File: config.mk
export PLATFORM = sky130hd
export DESIGN_NAME = alrr_controller
export DESIGN_NICKNAME = d
export VERILOG_FILES = /design/src/rtl/alrr_pkg.sv /design/src/rtl/alrr_controller.sv
export SDC_FILE = /design/constraint.sdc
export NUM_CORES = 1
export LEC_CHECK = 0
export BUFFER_PORTS_ARGS = -buffer_cell sky130_fd_sc_hd__buf_2
export CORE_ASPECT_RATIO = 2
export CORE_MARGIN = 4
export CORE_UTILIZATION = 29
export CTS_CLUSTER_DIAMETER = 50
export DETAILED_ROUTE_END_ITERATION = 6
export PLACE_DENSITY = 0.45
export SYNTH_ARGS = -nofsm -noshare
export SYNTH_HDL_FRONTEND = slang
export SYNTH_SLANG_ARGS = --single-unit
File: constraint.sdc
create_clock -name clock -period 2.7 [get_ports clock]
set_input_delay 0.54 -clock clock [delete_from_list [all_inputs] [get_ports clock]]
set_output_delay 0.54 -clock clock [all_outputs]
set_load 0.03 [all_outputs]
File: src/rtl/alrr_pkg.sv
// Package for the additive lagged random range unit: constants, state and command types.
// No dependencies; used by every module of the block.
`default_nettype none
package alrr_pkg;
   localparam int unsigned RING_SIZE    = 56;
   localparam logic [5:0]  LAG_START    = 6'd31;
   localparam logic [5:0]  WRITE_START  = 6'd55;
   localparam logic [31:0] WORD_MAX     = 32'hFFFF_FFFF;
   localparam logic [31:0] SEED_ADD     = 32'd257;
   localparam logic [15:0] WARMUP_DRAWS = 16'd10000;
   localparam logic [15:0] RETRY_LIMIT  = 16'd10000;

   localparam logic        CMD_DRAW   = 1'b0;
   localparam logic        CMD_RESEED = 1'b1;

   localparam logic [1:0]  ST_OK      = 2'd0;
   localparam logic [1:0]  ST_RETRY   = 2'd1;
   localparam logic [1:0]  ST_NOINIT  = 2'd2;

   typedef enum logic [3:0] {
      S_IDLE, S_DIV_LIM, S_DIV_LIM_RUN, S_LIMIT, S_FILL, S_READ, S_STEP, S_DIV_Q,
      S_DIV_Q_RUN, S_DONE
   } state_type;

   typedef struct packed {
      logic load_req;     // capture command and size
      logic start_lim;    // start divider on WORD_MAX / size
      logic calc_limit;   // limit = size*divisor - 1, or WORD_MAX for size <= 1
      logic fill_init;    // start ring fill from seed
      logic fill_step;    // write one ring entry
      logic reset_ptrs;
      logic rd_issue;     // read the two ring words
      logic ring_step;    // add, advance, write
      logic start_q;      // start divider on value / divisor
      logic set_result;   // latch result
      logic [1:0] res_status;
      logic res_zero;
      logic clr_attempts;
   } ctrl_type;

   typedef struct packed {
      logic div_busy;
      logic fill_last;
      logic over_retry;   // attempts exceeded limit on this step
      logic in_limit;     // last sum within limit
      logic small_size;
   } stat_type;
endpackage
`default_nettype wire

File: src/rtl/alrr_controller.sv
// Controller state machine sequencing reseed, warmup, draws, retries and divisions.
// Depends on alrr_pkg.
`default_nettype none
module alrr_controller
   import alrr_pkg::*;
(
   input  wire logic     clock,
   input  wire logic     reset,
   input  wire logic     req_fire,
   input  wire logic     req_command,
   input  wire stat_type stat,
   input  wire logic     rsp_free,
   output ctrl_type      ctrl,
   output logic          busy,
   output logic          rsp_load
);
   state_type   state_ff, state_in;
   logic        seeded_ff, seeded_in;
   logic        warm_ff, warm_in;
   logic [15:0] wcnt_ff, wcnt_in;

   always_ff @(posedge clock) begin
      if (reset) begin
         state_ff  <= S_IDLE;
         seeded_ff <= 1'b0;
         warm_ff   <= 1'b0;
         wcnt_ff   <= '0;
      end else begin
         state_ff  <= state_in;
         seeded_ff <= seeded_in;
         warm_ff   <= warm_in;
         wcnt_ff   <= wcnt_in;
      end
   end

   always_comb begin
      state_in  = state_ff;
      seeded_in = seeded_ff;
      warm_in   = warm_ff;
      wcnt_in   = wcnt_ff;
      ctrl      = '0;
      rsp_load  = 1'b0;
      unique case (state_ff)
         S_IDLE: begin
            if (req_fire) begin
               ctrl.load_req = 1'b1;
               if (req_command == CMD_RESEED) begin
                  state_in = S_FILL;
                  ctrl.fill_init = 1'b1;
               end else if (!seeded_ff) begin
                  ctrl.set_result = 1'b1;
                  ctrl.res_zero   = 1'b1;
                  ctrl.res_status = ST_NOINIT;
                  state_in = S_DONE;
               end else begin
                  state_in = S_DIV_LIM;
               end
            end
         end
         S_FILL: begin
            ctrl.fill_step = 1'b1;
            if (stat.fill_last) begin
               ctrl.reset_ptrs = 1'b1;
               seeded_in = 1'b1;
               warm_in   = 1'b1;
               wcnt_in   = '0;
               state_in  = (WARMUP_DRAWS == 16'd0) ? S_DONE : S_DIV_LIM;
               if (WARMUP_DRAWS == 16'd0) begin
                  ctrl.set_result = 1'b1;
                  ctrl.res_zero   = 1'b1;
                  ctrl.res_status = ST_OK;
               end
            end
         end
         S_DIV_LIM: begin
            ctrl.start_lim = 1'b1;
            state_in = S_DIV_LIM_RUN;
         end
         S_DIV_LIM_RUN: begin
            if (!stat.div_busy) begin
               state_in = S_LIMIT;
            end
         end
         S_LIMIT: begin
            ctrl.calc_limit   = 1'b1;
            ctrl.clr_attempts = 1'b1;
            state_in = S_READ;
         end
         S_READ: begin
            ctrl.rd_issue = 1'b1;
            state_in = S_STEP;
         end
         S_STEP: begin
            ctrl.ring_step = 1'b1;
            state_in = S_DIV_Q;
         end
         S_DIV_Q: begin
            priority if (stat.over_retry) begin
               ctrl.res_zero   = 1'b1;
               ctrl.res_status = ST_RETRY;
               state_in = S_DIV_Q_RUN;
            end else if (!stat.small_size && !stat.in_limit) begin
               state_in = S_READ;
            end else begin
               ctrl.res_zero   = stat.small_size;
               ctrl.res_status = ST_OK;
               ctrl.start_q    = !stat.small_size;
               state_in = S_DIV_Q_RUN;
            end
         end
         S_DIV_Q_RUN: begin
            if (!stat.div_busy) begin
               if (warm_ff) begin
                  wcnt_in = wcnt_ff + 16'd1;
                  if (wcnt_ff + 16'd1 == WARMUP_DRAWS) begin
                     warm_in = 1'b0;
                     ctrl.set_result = 1'b1;
                     ctrl.res_zero   = 1'b1;
                     ctrl.res_status = ST_OK;
                     state_in = S_DONE;
                  end else begin
                     ctrl.clr_attempts = 1'b1;
                     state_in = S_READ;
                  end
               end else begin
                  ctrl.set_result = 1'b1;
                  ctrl.res_zero   = stat.over_retry || stat.small_size;
                  ctrl.res_status = stat.over_retry ? ST_RETRY : ST_OK;
                  state_in = S_DONE;
               end
            end
         end
         S_DONE: begin
            if (rsp_free) begin
               rsp_load = 1'b1;
               state_in = S_IDLE;
            end
         end
         default: state_in = S_IDLE;
      endcase
   end

   assign busy = (state_ff != S_IDLE);
endmodule
`default_nettype wire

==> results.sh, run 1 <==
export IMPL_cap_viol_max_count=0
export IMPL_clock_skew_ns=0.00305
export IMPL_met3_usage_pct=2.58
export IMPL_final_nets=296
export IMPL_hp_class="reg -> reg"
export IMPL_track_usage_pct=18.2
export IMPL_cts_sinks=22
export IMPL_vias=1934
export IMPL_wl_per_cell_um=17.6
export IMPL_routed_wirelength_mm=6.02
export IMPL_power_total_uw=1450
export IMPL_die_w_um=61.7
export IMPL_syn2layout_area_growth_pct=40.4
export IMPL_synth_area_leaders="dfxtp_1 (26%), nor2_1 (6.5%), a21oi_1 (5.7%)"
export IMPL_fin_area_sq_um=2350
export IMPL_grtUsageMet2_pct=35.9
export IMPL_violations="setup timing"
export IMPL_fp_dieArea_sq_um=7110
export IMPL_avgViaCountPerCell=5.64
export IMPL_period_share_pct=103
export IMPL_syn_num_nets=242
export IMPL_regArea_sq_um=467
export IMPL_hold_depth=1
export IMPL_worstPathArrival_ns=2.24
export IMPL_rows=38
export IMPL_gp_congestion=0.818
export IMPL_insertion_delay_ns=0.27
export IMPL_tightestPinTransition_ns=0.432
export IMPL_cp_top_family="simple AND/OR/NAND/NOR gates"
export IMPL_worst_slack_ns=-0.0767
export IMPL_regToRegSetupSlack_ns=0.47
export IMPL_critPathMaxStageDelay_ns=0.56
export IMPL_cp_start_kind="flip-flop"
export IMPL_path_clk_slew_ns=0.09
export IMPL_ant_nets=0
export IMPL_grt_max_degree=22
export IMPL_ctsHtreeMaxLevel=1
export IMPL_finalSetupViolCount=2
export IMPL_cpMaxStageDelayCell="or4b_4"
export IMPL_synth_async_sr_flop_share_pct=0
export IMPL_min_to="wcnt_ff[10]"
export IMPL_status="finished with violations"
export IMPL_yosys_area_top_type="dfxtp_1"
export IMPL_grt_pass1_wl_mm=9.47
export IMPL_hold_violations=0
export IMPL_r2r_end="wcnt_ff[6]"
export IMPL_critPathMaxFanout=5
export IMPL_diodes=0
export IMPL_synth_cell_types=55
export IMPL_ys_seq_area_share_pct=26.4
export IMPL_criticalPathCategory="reg -> out"
export IMPL_place_hpwl_mm=4.60
export IMPL_drc_errors=0
export IMPL_busiest_layer="met2"
export IMPL_synthTopCellsByCount="nor2_1 (29), dfxtp_1 (22), nand2_1 (21)"
export IMPL_overflow=0
export IMPL_start_util_pct=30.3
export IMPL_hp_start="wcnt_ff[10]"
export IMPL_drv_slew=0
export IMPL_multi_input_area_sq_um=1240
export IMPL_syn_area_per_cell_sq_um=7.26
export IMPL_rsz0062_at_grt="yes"
export IMPL_cts_hold_buffers_added=0
export IMPL_grt_pass1_vias=1972
export IMPL_netlist_instances=230
export IMPL_endpoint_kind="primary output"
export IMPL_drt_iter0_markers=95
export IMPL_max_freq_mhz=360
export IMPL_reg2reg_depth=7
export IMPL_synthFlopType="dfxtp_1"
export IMPL_power_density_nw_per_um2=619
export IMPL_power_leakage_uw=0.000933
export IMPL_numPortBuffers=25
export IMPL_die_h_um=115
export IMPL_yosysTopAreaCellShare_pct=26.4
export IMPL_grtUsageMet1_pct=14.9
export IMPL_synth_edf_count=0
export IMPL_cts_tree="done"
export IMPL_io_pins=26
export IMPL_synthMostInstantiatedCell="nor2_1"
export IMPL_drive_above_1_share_pct=39.9
export IMPL_place_area_sq_um=2050
export IMPL_relSlewSlack_pct=71.2
export IMPL_r2r_start="state_ff[1]"
export IMPL_ys_warnings_count=0
export IMPL_clock_root_buffer="clkbuf_8"
export IMPL_ir_drop_v=0.000473
export IMPL_cts_made_buffers=3
export IMPL_crit_buf_inv=2
export IMPL_synth_area_sq_um=1670
export IMPL_crit_chain="ha_4 -> buf_4 -> o32ai_4 -> a32oi_2 -> or4b_4 -> o21ai_2 -> buf_6"
export IMPL_worst_ep_required_time_ns=2.16
export IMPL_layout_min_cycle_time_ns=2.78
export IMPL_nFillCells=605
export IMPL_antenna_found_initial=0
export IMPL_synth_seq_cells=22
export IMPL_dr_pass1_iters=4
export IMPL_clockBufferDepth=2
export IMPL_core_area_sq_um=5520
power breakdown:
part	switching, uW	internal, uW
clock	123	198
sequential	15.4	346
combinational	497	274
total	635	818
layout by cell type (no fill, tap or decap), types with 6 or more instances in the layout:
cell type	count
a31oi_1	6
nand2_1	20
nor3_1	9
inv_1	6
dfxtp_1	11
buf_2	22
o21ai_0	11
dfxtp_2	6
nor2_1	28
buf_4	41
a21oi_1	18
per-stage QoR:
step           instances  setup slack [ns]  hold slack, ns  util (%)  setup TNS (ns)
2_1_floorplan        230           0.00341           0.433         -               0
3_3_place_gp         330            0.0350           0.490      37.2               0
3_5_place_dp         330            0.0224           0.497      37.2               0
4_1_cts              340           -0.0149           0.498      41.4         -0.0281
5_1_grt              343            -0.168           0.535      42.5          -0.401
6_report             343           -0.0767           0.496      42.5          -0.146
worst max path at each step:
stage / from / to / slack, ns / depth (start not counted)
6_report: wcnt_ff[0] / ctrl[1] / -0.08 / 7
4_1_cts: wcnt_ff[6] / ctrl[1] / -0.01 / 7
5_1_grt: wcnt_ff[0] / ctrl[1] / -0.17 / 7
2_1_floorplan: wcnt_ff[0] / ctrl[1] / 0.003 / 7
3_3_place_gp: wcnt_ff[0] / ctrl[0] / 0.04 / 7
3_5_place_dp: wcnt_ff[0] / ctrl[0] / 0.02 / 7
cell type report:
cell class	count	area share (%)
multi-input combinational	183	53.0
sequential	22	19.9
clock buffer	3	1.76
inverter	7	1.12
clock inverter	1	1.28
tap	60	3.20
timing repair buffer	67	19.7
logic make-up after synthesis:
| kind of cell | Yosys count | synth area share [%] |
|---|---|---|
| adder cells (fa/ha/maj) | 2 | 1.50 |
| XOR/XNOR | 4 | 2.10 |
| flip-flops | 22 | 26.4 |
| AND/OR/NAND/NOR | 115 | 40.1 |
| buffers and inverters | 25 | 6.22 |
| AO/OA/AOI/OAI | 62 | 23.7 |
per-layer routing:
metal | share of wire (%) | up-vias
met3 | 3.2 | 31
met5 | 0 | -
li1 | - | 951
met4 | 7.1 | 0
met1 | 32 | 896
met2 | 58 | 56
worst reg2reg max path, stage by stage (launching register included):
cell      delay [ns]
dfxtp_1         0.32
or4b_1          0.70
nor2_1          0.28
nand2_2         0.10
buf_4           0.19
nor2_1          0.15
a31oi_1         0.09
a311oi_1        0.29
flip-flops by register name, indices dropped and copies added (netlist names):
name / count
wcnt_ff: 16
state_ff: 4
seeded_ff: 1
warm_ff: 1
repair_timing:
action                     in CTS  in global routing
setup endpoints to repair       3                  3
gates resized for setup        37                  7
setup buffers                   7                  3
pin swaps                       8                  3
No activity file was read; power rests on OpenSTA's default activity.
==> run 2: changes to the inputs <==
- ABC_AREA: unset -> 1
- ABC_CLOCK_PERIOD_IN_PS: unset -> 2700
- PLACE_DENSITY: 0.45 -> 0.46
==> run 2 against run 1 <==
Effect of this change:
- the flow now finishes without violations
- sequential power up 9.7%
- flip-flop and latch count unchanged
- global-route usage down 2.3 points
- synthesized cell count up 16%
- via count down 8.5%
- highest routed layer unchanged
==> results.sh, run 2 <==
export IMPL_routed_wirelength_mm=5.01
export IMPL_dr_pass1_iters=4
export IMPL_drv_slew=0
export IMPL_cts_made_buffers=3
export IMPL_numPortBuffers=25
export IMPL_largest_reg_flops=16
export IMPL_grt_pass1_wl_mm=8.08
export IMPL_gp_congestion=0.829
export IMPL_ctsHtreeMaxLevel=1
export IMPL_track_usage_pct=15.8
export IMPL_period_share_pct=99.1
export IMPL_p_sw_share_pct=49.0
export IMPL_ys_warnings_count=0
export IMPL_drc_errors=0
export IMPL_synth_area_sq_um=1600
export IMPL_clock_root_buffer="clkbuf_8"
export IMPL_netlist_instances=267
export IMPL_nFillCells=619
export IMPL_hp_class="reg -> reg"
export IMPL_post_route_util_pct=37.4
export IMPL_critPathMaxStageDelay_ns=0.37
export IMPL_rsz0062_at_grt="yes"
export IMPL_synthFlopType="dfxtp_1"
export IMPL_cts_sinks=22
export IMPL_hold_violations=0
export IMPL_wl_per_cell_um=14.0
export IMPL_p_int_uw=725
export IMPL_worst_slack_ns=0.0245
export IMPL_endpoint_kind="primary output"
export IMPL_cts_tree="done"
export IMPL_regToRegSetupSlack_ns=0.65
export IMPL_p_sw_uw=697
export IMPL_yosysTopAreaCellShare_pct=27.5
export IMPL_r2r_end="wcnt_ff[14]"
export IMPL_worst_hold_slack_ns=0.477
export IMPL_final_nets=310
export IMPL_drive_above_1_share_pct=31.6
export IMPL_top_register="wcnt_ff"
export IMPL_cp_start_kind="flip-flop"
export IMPL_fp_dieArea_sq_um=6840
export IMPL_insertion_delay_ns=0.27
export IMPL_cap_viol_max_count=0
export IMPL_crit_chain="buf_6 -> nand2_4 -> nor2_4 -> nand2_2 -> nor2_2 -> xnor2_2 -> nor2_2 -> nand3_2 -> nand2_2 -> nand2_4 -> nor2_4 -> o21ai_1 -> nand2_1 -> buf_6"
export IMPL_r2r_start="state_ff[3]"
export IMPL_vias=1770
export IMPL_timing_critical_path_from="wcnt_ff[1]"
export IMPL_top_regs="wcnt_ff (16), state_ff (4)"
export IMPL_synth_compound_area_share_pct=13.4
export IMPL_power_density_nw_per_um2=708
export IMPL_drt_iter0_markers=27
export IMPL_ir_drop_v=0.000432
export IMPL_synth_simple_area_share_pct=45.8
export IMPL_synth_async_sr_flop_share_pct=0
export IMPL_ant_nets=0
export IMPL_grt_max_degree=22
export IMPL_antenna_found_initial=0
export IMPL_clockBufferDepth=2
export IMPL_worstPathArrival_ns=2.14
export IMPL_start_util_pct=29.8
export IMPL_power_leakage_uw=0.000804
export IMPL_syn2layout_area_growth_pct=25.6
export IMPL_synthTopCellsByCount="nand2_1 (73), nor2_1 (44), inv_1 (30)"
export IMPL_yosys_area_top_type="dfxtp_1"
export IMPL_avgViaCountPerCell=4.96
export IMPL_layout_min_cycle_time_ns=2.68
export IMPL_combPwrFrac_pct=54.5
export IMPL_diodes=0
export IMPL_rows=38
export IMPL_layout_commonest_cell="nand2_1"
export IMPL_synth_xor_area_share_pct=1.09
export IMPL_synth_seq_cells=22
export IMPL_worst_ep_required_time_ns=2.16
export IMPL_most_common_layout_cells="nand2_1 (67), nor2_1 (37), inv_1 (30), buf_2 (22), a21oi_1 (17)"
export IMPL_synth_mux_area_share_pct=0
export IMPL_die_h_um=113
export IMPL_grt_pass1_vias=1731
export IMPL_overflow=0
export IMPL_worstSetupEndpoint="ctrl[1]"
export IMPL_max_freq_mhz=374
export IMPL_core_area_sq_um=5370
export IMPL_synthAdderAreaFrac_pct=1.56
export IMPL_clock_skew_ns=0.00755
export IMPL_finalSetupViolCount=0
export IMPL_relSlewSlack_pct=60.3
export IMPL_pwr_share_clk_pct=17.7
export IMPL_cpMaxStageDelayCell="dfxtp_2"
export IMPL_p_seq_share_pct=27.8
export IMPL_die_w_um=60.5
export IMPL_path_clk_slew_ns=0.08
export IMPL_status="finished, final reports clean"
export IMPL_tightestPinTransition_ns=0.594
export IMPL_synth_top_family_by_area="simple AND/OR/NAND/NOR gates"
export IMPL_synthMostInstantiatedCell="nand2_1"
export IMPL_cts_hold_buffers_added=0
export IMPL_reg2reg_depth=12
export IMPL_io_pins=26
export IMPL_place_hpwl_mm=3.96
export IMPL_synth_cell_types=31
export IMPL_syn_num_nets=279
export IMPL_critPathMaxFanout=4
export IMPL_syn_area_per_cell_sq_um=5.99
export IMPL_criticalPathCategory="reg -> out"
export IMPL_pre_cts_ws_ns=0.122
export IMPL_synth_edf_count=0
export IMPL_synth_area_leaders="dfxtp_1 (28%), nand2_1 (17%), nor2_1 (10%)"
export IMPL_ys_seq_area_share_pct=27.5
## run 2: cell count changes after synthesis, moves of 7 or more
| cell | before | now |
|---|---|---|
| o21ai_0 | 12 | 5 |
| inv_1 | 7 | 30 |
| clkbuf_1 | 11 | 2 |
| nor2_2 | 1 | 8 |
| nor2_1 | 29 | 44 |
| nand2_1 | 21 | 73 |
| inv_2 | 0 | 10 |
## run 2: layout make-up
cell class              instances  area, sq um  share of cell area, %
inverters                      40          153                   7.59
clock buffers                   4         55.1                   2.74
well taps                      60         75.1                   3.73
repair buffers                 30          181                   9.02
flip-flops and latches         22          458                   22.8
multi-input cells             201         1090                   54.1
## run 2: what timing repair did
action | CTS | global route
gates resized for setup | 17 | 28
buffers inserted | 3 | 0
endpoints found under the setup margin | 2 | 3
endpoints found under the hold margin | 0 | 0
pin swaps | 7 | 2
## run 2: cells by family (layout without fill, tap and decap cells)
kind of cell    after synthesis  in the layout
compound gates               35             35
xor+xnor                      2              2
fa+ha+maj                     2              2
buf+inv                      44             74
flops                        22             22
simple gates                162            162
## run 2: metal layers
layer	wire length, um	vias up	track usage [%]
met4	193	0	7.96
met5	0	-	0
met2	2990	43	31.0
li1	-	908	-
met1	1710	805	15.3
met3	119	14	1.14
## run 2: how the worst min path moves through the flow
stage / start / to / cells after the start
global placement: seeded_ff / seeded_ff / 1
global route: seeded_ff / seeded_ff / 1
finish: seeded_ff / seeded_ff / 1
CTS: seeded_ff / seeded_ff / 1
floorplan: seeded_ff / seeded_ff / 1
detailed placement: seeded_ff / seeded_ff / 1
## run 2: power groups by stage
stage          sequential (uW)  combinational (uW)  clock, uW
6_report                   396                 775        252
2_1_floorplan              394                 523          0
4_1_cts                    398                 752        257
3_5_place_dp               405                 727          0
3_3_place_gp               405                 738          0
5_1_grt                    399                 847        267
## run 2: per-stage QoR
step	total power (uW)	TNS [ns]	cells	instance area [sq um]
finish	1420	0	357	2010
global route	1510	-0.150	357	2010
CTS	1410	0	357	1920
detailed placement	1130	0	350	1800
global placement	1140	0	350	1800
floorplan	918	0	267	1600
## run 2: critical path: cells and delay by family, from the launching register on
kind | cells | cell delay, ns
simple gates | 10 | 1.08
compound gates | 1 | 0.06
xor+xnor | 1 | 0.11
buf+inv | 2 | 0.25
flops | 1 | 0.37
==> run 3: changes to the inputs <==
- ABC_CLOCK_PERIOD_IN_PS: 2700 -> 2690
- CTS_BUF_LIST: unset -> sky130_fd_sc_hd__clkbuf_4 sky130_fd_sc_hd__clkbuf_8
- clock period: 2.7 -> 2.69 ns (I/O delays scaled with it)
==> run 3 against run 2 <==
Effect of this change:
- clock power about the same
- utilization decreased by 0.21 points
- count of clock-buffer cells in the layout unchanged
- routed wire length decreased by 0.40%
- sequential share of layout area increased by 0.066 points
- total power about the same
- hold slack about the same
==> results.sh, run 3 (synthesized netlist as in run 2, its figures left out) <==
export IMPL_status="finished, final reports clean"
export IMPL_path_clk_slew_ns=0.08
export IMPL_dr_pass1_iters=4
export IMPL_criticalPathCategory="reg -> out"
export IMPL_pre_cts_ws_ns=0.114
export IMPL_clockBufferDepth=2
export IMPL_rsz0062_at_grt="yes"
export IMPL_top_regs="wcnt_ff (16), state_ff (4)"
export IMPL_crit_buf_inv=3
export IMPL_ir_drop_v=0.000429
export IMPL_most_common_layout_cells="nand2_1 (67), nor2_1 (37), inv_1 (30), buf_2 (23), a21oi_1 (17)"
export IMPL_busiest_layer="met2"
export IMPL_antenna_found_initial=0
export IMPL_routed_wirelength_mm=4.99
export IMPL_relSlewSlack_pct=60.3
export IMPL_die_h_um=113
export IMPL_insertion_delay_ns=0.27
export IMPL_core_area_sq_um=5370
export IMPL_crit_cells=12
export IMPL_final_nets=310
export IMPL_largest_reg_flops=16
export IMPL_tightestPinTransition_ns=0.594
export IMPL_regToRegSetupSlack_ns=0.66
export IMPL_cts_tree="done"
export IMPL_timing_critical_path_from="wcnt_ff[1]"
export IMPL_fp_dieArea_sq_um=6840
export IMPL_clock_skew_ns=0.00766
export IMPL_die_w_um=60.5
export IMPL_cp_start_kind="flip-flop"
export IMPL_worst_slack_ns=0.0285
export IMPL_grt_max_degree=22
export IMPL_r2r_start="state_ff[3]"
export IMPL_top_register="wcnt_ff"
export IMPL_start_util_pct=29.8
export IMPL_r2r_end="wcnt_ff[14]"
export IMPL_syn2layout_area_growth_pct=24.9
export IMPL_cts_made_buffers=3
export IMPL_met3_usage_pct=1.14
export IMPL_worstPathArrival_ns=2.12
export IMPL_drc_errors=0
export IMPL_layout_min_cycle_time_ns=2.66
export IMPL_numPortBuffers=25
export IMPL_power_density_nw_per_um2=712
export IMPL_power_total_uw=1420
export IMPL_finalSetupViolCount=0
export IMPL_track_usage_pct=15.8
export IMPL_cts_sinks=22
export IMPL_io_pins=26
export IMPL_reg2reg_depth=12
export IMPL_grtUsageMet2_pct=31.0
export IMPL_endpoint_kind="primary output"
export IMPL_avgViaCountPerCell=4.92
export IMPL_power_leakage_uw=0.000804
export IMPL_worst_ep_required_time_ns=2.15
export IMPL_cpMaxStageDelayCell="dfxtp_2"
export IMPL_vias=1758
export IMPL_cap_viol_max_count=0
export IMPL_crit_chain="buf_6 -> nand2_4 -> nor2_4 -> nand2_2 -> nor2_2 -> xnor2_1 -> nor2_2 -> nand3_2 -> nand2_2 -> buf_4 -> o22ai_1 -> buf_2"
export IMPL_rows=38
export IMPL_ctsHtreeMaxLevel=1
export IMPL_post_route_util_pct=37.2
export IMPL_worstSetupEndpoint="ctrl[0]"
export IMPL_hold_violations=0
export IMPL_ant_nets=0
export IMPL_clock_root_buffer="clkbuf_8"
export IMPL_cp_top_family="simple AND/OR/NAND/NOR gates"
export IMPL_overflow=0
export IMPL_grt_pass1_wl_mm=8.08
export IMPL_gp_congestion=0.829
export IMPL_drt_iter0_markers=27
export IMPL_hp_class="reg -> reg"
export IMPL_setup_tns_ns=0
export IMPL_place_hpwl_mm=3.96
export IMPL_layout_commonest_cell="nand2_1"
export IMPL_max_freq_mhz=376
export IMPL_nFillCells=618
export IMPL_critPathMaxFanout=4
export IMPL_grtUsageMet1_pct=15.3
export IMPL_critPathMaxStageDelay_ns=0.37
export IMPL_diodes=0
export IMPL_drv_slew=0
export IMPL_period_share_pct=98.9
export IMPL_grt_pass1_vias=1731
export IMPL_wl_per_cell_um=14.0
export IMPL_drive_above_1_share_pct=31.0
-- run 3: cell count changes in the layout (fill, tap and decap cells not counted) --
cell / change
buf_2: +1
clkbuf_4: -1
dfxtp_1: +1
dfxtp_2: -1
xnor2_1: +1
xnor2_2: -1
-- run 3: worst min path at each step --
stage	start	end	depth (start not counted)
6_report	seeded_ff	seeded_ff	1
5_1_grt	seeded_ff	seeded_ff	1
4_1_cts	seeded_ff	seeded_ff	1
3_5_place_dp	seeded_ff	seeded_ff	1
3_3_place_gp	seeded_ff	seeded_ff	1
2_1_floorplan	seeded_ff	seeded_ff	1
-- run 3: area by class of cell --
class                           count  area, sq um  area share [%]
Sequential cell                    22          457            22.8
Timing Repair Buffer               30          179            8.95
Clock buffer                        4         55.1            2.75
Tap cell                           60         75.1            3.75
Multi-Input combinational cell    201         1080            54.1
Inverter                           40          153            7.63
-- run 3: metal layers --
| metal | share of wire (%) | up-vias | wire length, um |
|---|---|---|---|
| met2 | 59 | 46 | 2940 |
| li1 | - | 905 | - |
| met3 | 2.8 | 16 | 139 |
| met5 | 0 | - | 0 |
| met1 | 34 | 791 | 1690 |
| met4 | 4.4 | 0 | 221 |
-- run 3: stage by stage --
| step | hold WS [ns] | std cells | cell area, sq um |
|---|---|---|---|
| after floorplan | 0.442 | 267 | 1600 |
| after global placement | 0.459 | 350 | 1800 |
| after detailed placement | 0.459 | 350 | 1800 |
| after CTS | 0.480 | 357 | 1920 |
| after global routing | 0.492 | 357 | 2000 |
| final | 0.477 | 357 | 2000 |
-- run 3: timing repair --
item | in CTS | in global routing
gates resized for setup | 17 | 25
endpoints found under the setup margin | 2 | 3
hold buffers | 0 | 0
pin swaps | 7 | 2
setup buffers | 3 | 0
-- run 3: where the power goes --
part           internal [uW]  total [uW]  leakage, uW  switching [uW]
Sequential               358         397     0.000183            39.5
Clock                    131         250    0.0000288             119
Combinational            239         776     0.000592             537
Total                    727        1420     0.000804             696
